==> src/hw/rtl/stti_pkg.sv <==
// Shared types and constants for the sorted trace table interpolator.
package stti_pkg;

    localparam logic [2:0] OP_LOAD   = 3'd0;
    localparam logic [2:0] OP_COMMIT = 3'd1;
    localparam logic [2:0] OP_QUERY  = 3'd2;
    localparam logic [2:0] OP_CHECK  = 3'd3;
    localparam logic [2:0] OP_CLEAR  = 3'd4;

    localparam logic [2:0] ST_OK      = 3'd0;
    localparam logic [2:0] ST_TOO_MANY = 3'd1;
    localparam logic [2:0] ST_FULL    = 3'd2;
    localparam logic [2:0] ST_EMPTY   = 3'd3;
    localparam logic [2:0] ST_DUP     = 3'd4;
    localparam logic [2:0] ST_SIDE    = 3'd5;

    // serial divider operand widths
    localparam int DVD_W = 54;
    localparam int DVS_W = 21;

    typedef struct packed {
        logic        [2:0]  opcode;
        logic signed [19:0] key;
        logic signed [19:0] side_value;
        logic        [10:0] elem_count;
        logic        [9:0]  elem_index;
        logic signed [31:0] elem_value;
    } in_t;

    typedef struct packed {
        logic        [2:0]  status;
        logic signed [19:0] out_key;
        logic signed [19:0] out_side_value;
        logic        [10:0] out_count;
        logic signed [31:0] out_elem_value;
    } res_t;

endpackage

==> src/hw/rtl/stti_div.sv <==
// Restoring serial divider, one quotient bit per cycle.
module stti_div
(
    input  logic                        clk,
    input  logic                        rst_n,
    input  logic                        start,
    input  logic [stti_pkg::DVD_W-1:0]  dividend,
    input  logic [stti_pkg::DVS_W-1:0]  divisor,
    output logic                        done,
    output logic [stti_pkg::DVD_W-1:0]  quotient
);

    localparam int CW = $clog2(stti_pkg::DVD_W + 1);

    logic [CW-1:0]               cnt_reg;
    logic [stti_pkg::DVS_W-1:0]  rem_reg;
    logic [stti_pkg::DVD_W-1:0]  quo_reg;
    logic [stti_pkg::DVS_W-1:0]  dvs_reg;
    logic                        done_reg;
    logic [stti_pkg::DVS_W:0]    trial;
    logic                        fits;

    assign trial = {rem_reg, quo_reg[stti_pkg::DVD_W-1]};
    assign fits  = trial >= {1'b0, dvs_reg};

    always_ff @(posedge clk or negedge rst_n)
    begin
        if (!rst_n)
        begin
            cnt_reg  <= '0;
            rem_reg  <= '0;
            quo_reg  <= '0;
            dvs_reg  <= '0;
            done_reg <= 1'b0;
        end
        else
        begin
            done_reg <= 1'b0;
            if (start)
            begin
                cnt_reg <= CW'(stti_pkg::DVD_W);
                rem_reg <= '0;
                quo_reg <= dividend;
                dvs_reg <= divisor;
            end
            else if (cnt_reg != '0)
            begin
                rem_reg <= fits ? stti_pkg::DVS_W'(trial - {1'b0, dvs_reg})
                                : stti_pkg::DVS_W'(trial);
                quo_reg <= {quo_reg[stti_pkg::DVD_W-2:0], fits};
                cnt_reg <= cnt_reg - CW'(1);
                if (cnt_reg == CW'(1))
                begin
                    done_reg <= 1'b1;
                end
            end
        end
    end

    assign done     = done_reg;
    assign quotient = quo_reg;

`ifndef ASSERT_OFF
    a_done_pulse: assert property (@(posedge clk) disable iff (!rst_n)
        done_reg |=> !done_reg) else $error("divider done held");
    a_done_after_run: assert property (@(posedge clk) disable iff (!rst_n)
        done_reg |-> cnt_reg == '0) else $error("divider done while running");
    a_rem_below: assert property (@(posedge clk) disable iff (!rst_n)
        (cnt_reg != '0 && !start && dvs_reg != '0) |-> rem_reg < dvs_reg)
        else $error("remainder not below divisor");
`endif

endmodule

==> config.mk <==
export PLATFORM = sky130hd
export DESIGN_NAME = stti_div
export DESIGN_NICKNAME = d
export VERILOG_FILES = /design/src/hw/rtl/stti_pkg.sv /design/src/hw/rtl/stti_div.sv
export SDC_FILE = /design/constraint.sdc
export NUM_CORES = 1
export LEC_CHECK = 0
export BUFFER_PORTS_ARGS = -buffer_cell sky130_fd_sc_hd__clkbuf_2
export CAP_MARGIN = 20
export CORE_AREA = 2 2 107 109
export CTS_BUF_LIST = sky130_fd_sc_hd__clkbuf_8 sky130_fd_sc_hd__clkbuf_16
export DETAILED_ROUTE_END_ITERATION = 7
export DIE_AREA = 0 0 109 111
export GPL_ROUTABILITY_DRIVEN = 0
export GPL_TIMING_DRIVEN = 1
export PLACE_DENSITY_LB_ADDON = 0.25
export SLEW_MARGIN = 20
export SYNTH_ARGS = -nofsm -noshare
export SYNTH_HDL_FRONTEND = slang
export SYNTH_SLANG_ARGS = --single-unit
==> constraint.sdc <==
create_clock -name clk -period 5.72 [get_ports clk]
set_input_delay 0.572 -clock clk [delete_from_list [all_inputs] [get_ports clk]]
set_output_delay 0.572 -clock clk [all_outputs]
set_load 0.005 [all_outputs]
==> flow_summary.yaml <==
synth:
  syn_area_um2: 5880
  yosys_warnings: 0
  yosysSeqAreaShare_pct: 43.8
  synth_top_cell_by_area: "dfrtp_1"
  netlist_instances: 636
  synth-compound-area-share_pct: 18.6
  synth.avg_cell_area_um2: 9.25
  yosys.area_share.simple_pct: 14.5
  synth_edf_count: 0
  synth_commonest_cells: "dfrtp_1 (103), nand2_1 (101), o21ai_0 (89), mux2i_1 (60), nor2_1 (35)"
  yosys.area_share.adder_pct: 5.44
  synth_top_family_by_area: "compound AO/OA/AOI/OAI gates"
  synth-xor-area-share_pct: 2.23
  yosysMostFrequentCell: "dfrtp_1"
  synth_mux_area_share_pct: 10.4
  synthesis.nets: 739
  ys_top_cells_by_area: "dfrtp_1 (44%), mux2i_1 (10%), o21ai_0 (7.6%)"
  synth_top_area_share_pct: 43.8
  synthArstFlopShare_pct: 100
  synth-seq-cells: 103
  ys.flop_type: "dfrtp_1"
  synthDistinctLibCells: 63
sta:
  setup_tns_ns: 0
  grt_setup_unrepaired: "no"
  slew_viol_final: 0
  worst_pin_slew_ns: 0.999
  final-setup-viol-count: 0
  finalCritPeriodShare_pct: 54.5
  fin_crit_ns: 3.12
  relSlewSlack_pct: 33.2
  fmax_mhz: 320
  whs_ns: 0.326
  final_hold_viol_count: 0
  finClkSkew_ns: 0.00884
critical_path:
  cpMaxStageDelayCell: "or2_1"
  crit_type: "reg2reg"
  cp-end-kind: "register"
  path_cells: "inv_1 -> ha_1 -> fa_1 -> and2b_1 -> o2111a_1 -> nor3_2 -> o211ai_2 -> or2_1 -> nand3_2 -> o22ai_1"
  crit_path_start_kind: "register"
  cpPeakStageDelay_ns: 0.68
  cp.required_ns: 5.98
  worstPathArrival_ns: 3.38
  reg2reg_from: "quotient[53]"
  crit_path_max_fanout: 16
  cp-startpoint: "quotient[53]"
clock_network:
  cts_hold_buf: 0
  root_buffer: "clkbuf_16"
  h-tree-depth: 3
  clockBufferDepth: 2
  clk_latency_ns: 0.34
  cts_resized: 0
  cts.sinks: 103
  clk_pin_slew_ns: 0.07
  cts_made_buffers: 9
  postCtsSetupRepairBufs: 0
  cts_tree: "built"
pwr:
  netSwitchingFraction_pct: 33.1
  p_comb_share_pct: 32.4
  p_leak_nw: 3.72
  p_clk_share_pct: 28.7
  seqPwrFrac_pct: 39.0
  power_per_cell_area_nw_per_um2: 329
  intPower_mw: 1.52
  switching_power_mw: 0.748
  ir_worst_vdd_mv: 0.185
final_layout:
  layout.nets: 846
  drive_above_1_share_pct: 22.2
  antenna_cells: 0
  area_growth_pct: 17.0
  largest_register_ffs: 54
floorplanning:
  start_util_pct: 53.1
  design.die.area_um2: 12100
  fp.dieH_um: 111
  die_x_um: 109
  num_rows: 39
  core-area_um2: 11100
  io-pin-count: 133
global_route:
  grt_pass1_wl_mm: 23.5
  grt_remaining_overflow: 0
  grt_start_max_net_pins: 88
  grt_pass1_vias: 5004
  grt_antenna_before_repair: 0
  grtUsageTotal_pct: 23.9
routing:
  drt-vias-per-instance: 5.61
  first_iter_violations: 246
  wire_per_inst_um: 15.2
  dr_total_vias: 4993
  dr.pass1.iters: 5
  ant_nets: 0
  totalWireLength_mm: 13.5
  drc: 0
job:
  maxCapViolCount: 0
place:
  hpwl_mm: 9.63
  port-buffer-count: 132
hold_path:
  hp-class: "in2async"
status:
  run_status: "completed"
[cell families after synthesis]
group,Yosys count
AND/OR/NAND/NOR,187
AO/OA/AOI/OAI,176
flip-flops,103
buffers and inverters,69
multiplexers,61
adder cells (fa/ha/maj),25
XOR/XNOR,15
[power groups by stage]
| stage | clock network [mW] | registers, mW | logic [mW] |
|---|---|---|---|
| global route | 0.692 | 0.893 | 0.821 |
| CTS | 0.665 | 0.882 | 0.729 |
| global placement | 0 | 0.890 | 0.714 |
| detailed placement | 0 | 0.894 | 0.724 |
| finish | 0.649 | 0.882 | 0.733 |
| floorplan | 0 | 0.882 | 0.549 |
[worst max-delay path, delay by kind of cell (launching register included)]
family          cells  cell delay (ns)
compound gates      3             0.73
fa+ha+maj           2             0.60
buf+inv             1             0.06
flops               1             0.37
simple gates        4             1.28
[final timing paths]
kind | endpoint | slack [ns] | cells past startpoint
setup / recovery | rem_reg[16] | 2.60 | 10
hold / removal | cnt_reg[4] | 0.33 | 1
setup reg to reg | rem_reg[16] | 2.60 | 10
min in group clk | dvs_reg[12] | 0.43 | 3
max in group asynchronous | quotient[4] | 4.40 | 2
hold reg to reg | dvs_reg[0] | 0.52 | 1
[per-stage QoR]
step                      instances  util, %  power, mW  area, um2  setup slack [ns]
after global routing            890     62.1       2.41       6880              2.39
after CTS                       890     62.1       2.28       6880              2.61
after floorplan                 636        -       1.43       5880              3.22
final                           890     62.1       2.26       6880              2.60
after detailed placement        875     59.3       1.62       6570              2.63
after global placement          875     59.3       1.60       6570              2.68
[final cells by class]
type	instances	area [um2]
clock buffer	10	239
timing repair buffer	136	696
sequential	103	2580
multi-input combinational	464	3010
fill	936	4190
tap	143	179
clock inverter	5	73.8
inverter	29	109
[metal layers]
| layer | vias up | global-route usage [%] | wire length, um |
|---|---|---|---|
| met3 | 19 | 7.70 | 991 |
| met4 | 0 | 6.32 | 198 |
| met1 | 2353 | 32.0 | 5950 |
| met5 | - | 0 | 0 |
| met2 | 172 | 37.4 | 6350 |
| li1 | 2449 | - | - |
[cells in the final DEF (no fill, tap or decap), types with 3 or more instances in the layout]
cell type / netlist / routed
clkbuf_2: 0 / 130
dfrtp_1: 103 / 103
nand2_1: 101 / 101
o21ai_0: 89 / 89
mux2i_1: 60 / 60
nor2_1: 35 / 35
inv_1: 28 / 29
ha_1: 24 / 24
a21oi_1: 18 / 18
a211oi_1: 13 / 13
xnor2_1: 11 / 11
clkbuf_16: 0 / 9
nor3_1: 7 / 7
a21o_1: 7 / 7
nand4_1: 7 / 7
a311oi_1: 7 / 7
buf_4: 4 / 6
and3_1: 5 / 5
o31ai_1: 5 / 5
o22ai_1: 5 / 5
o21ai_1: 4 / 4
nand3_1: 4 / 4
xor2_1: 4 / 4
nand2b_1: 4 / 4
and2_1: 4 / 4
a31oi_1: 4 / 4
nor2b_1: 3 / 3
a41oi_1: 3 / 3
(Power assumes the default switching activity.)
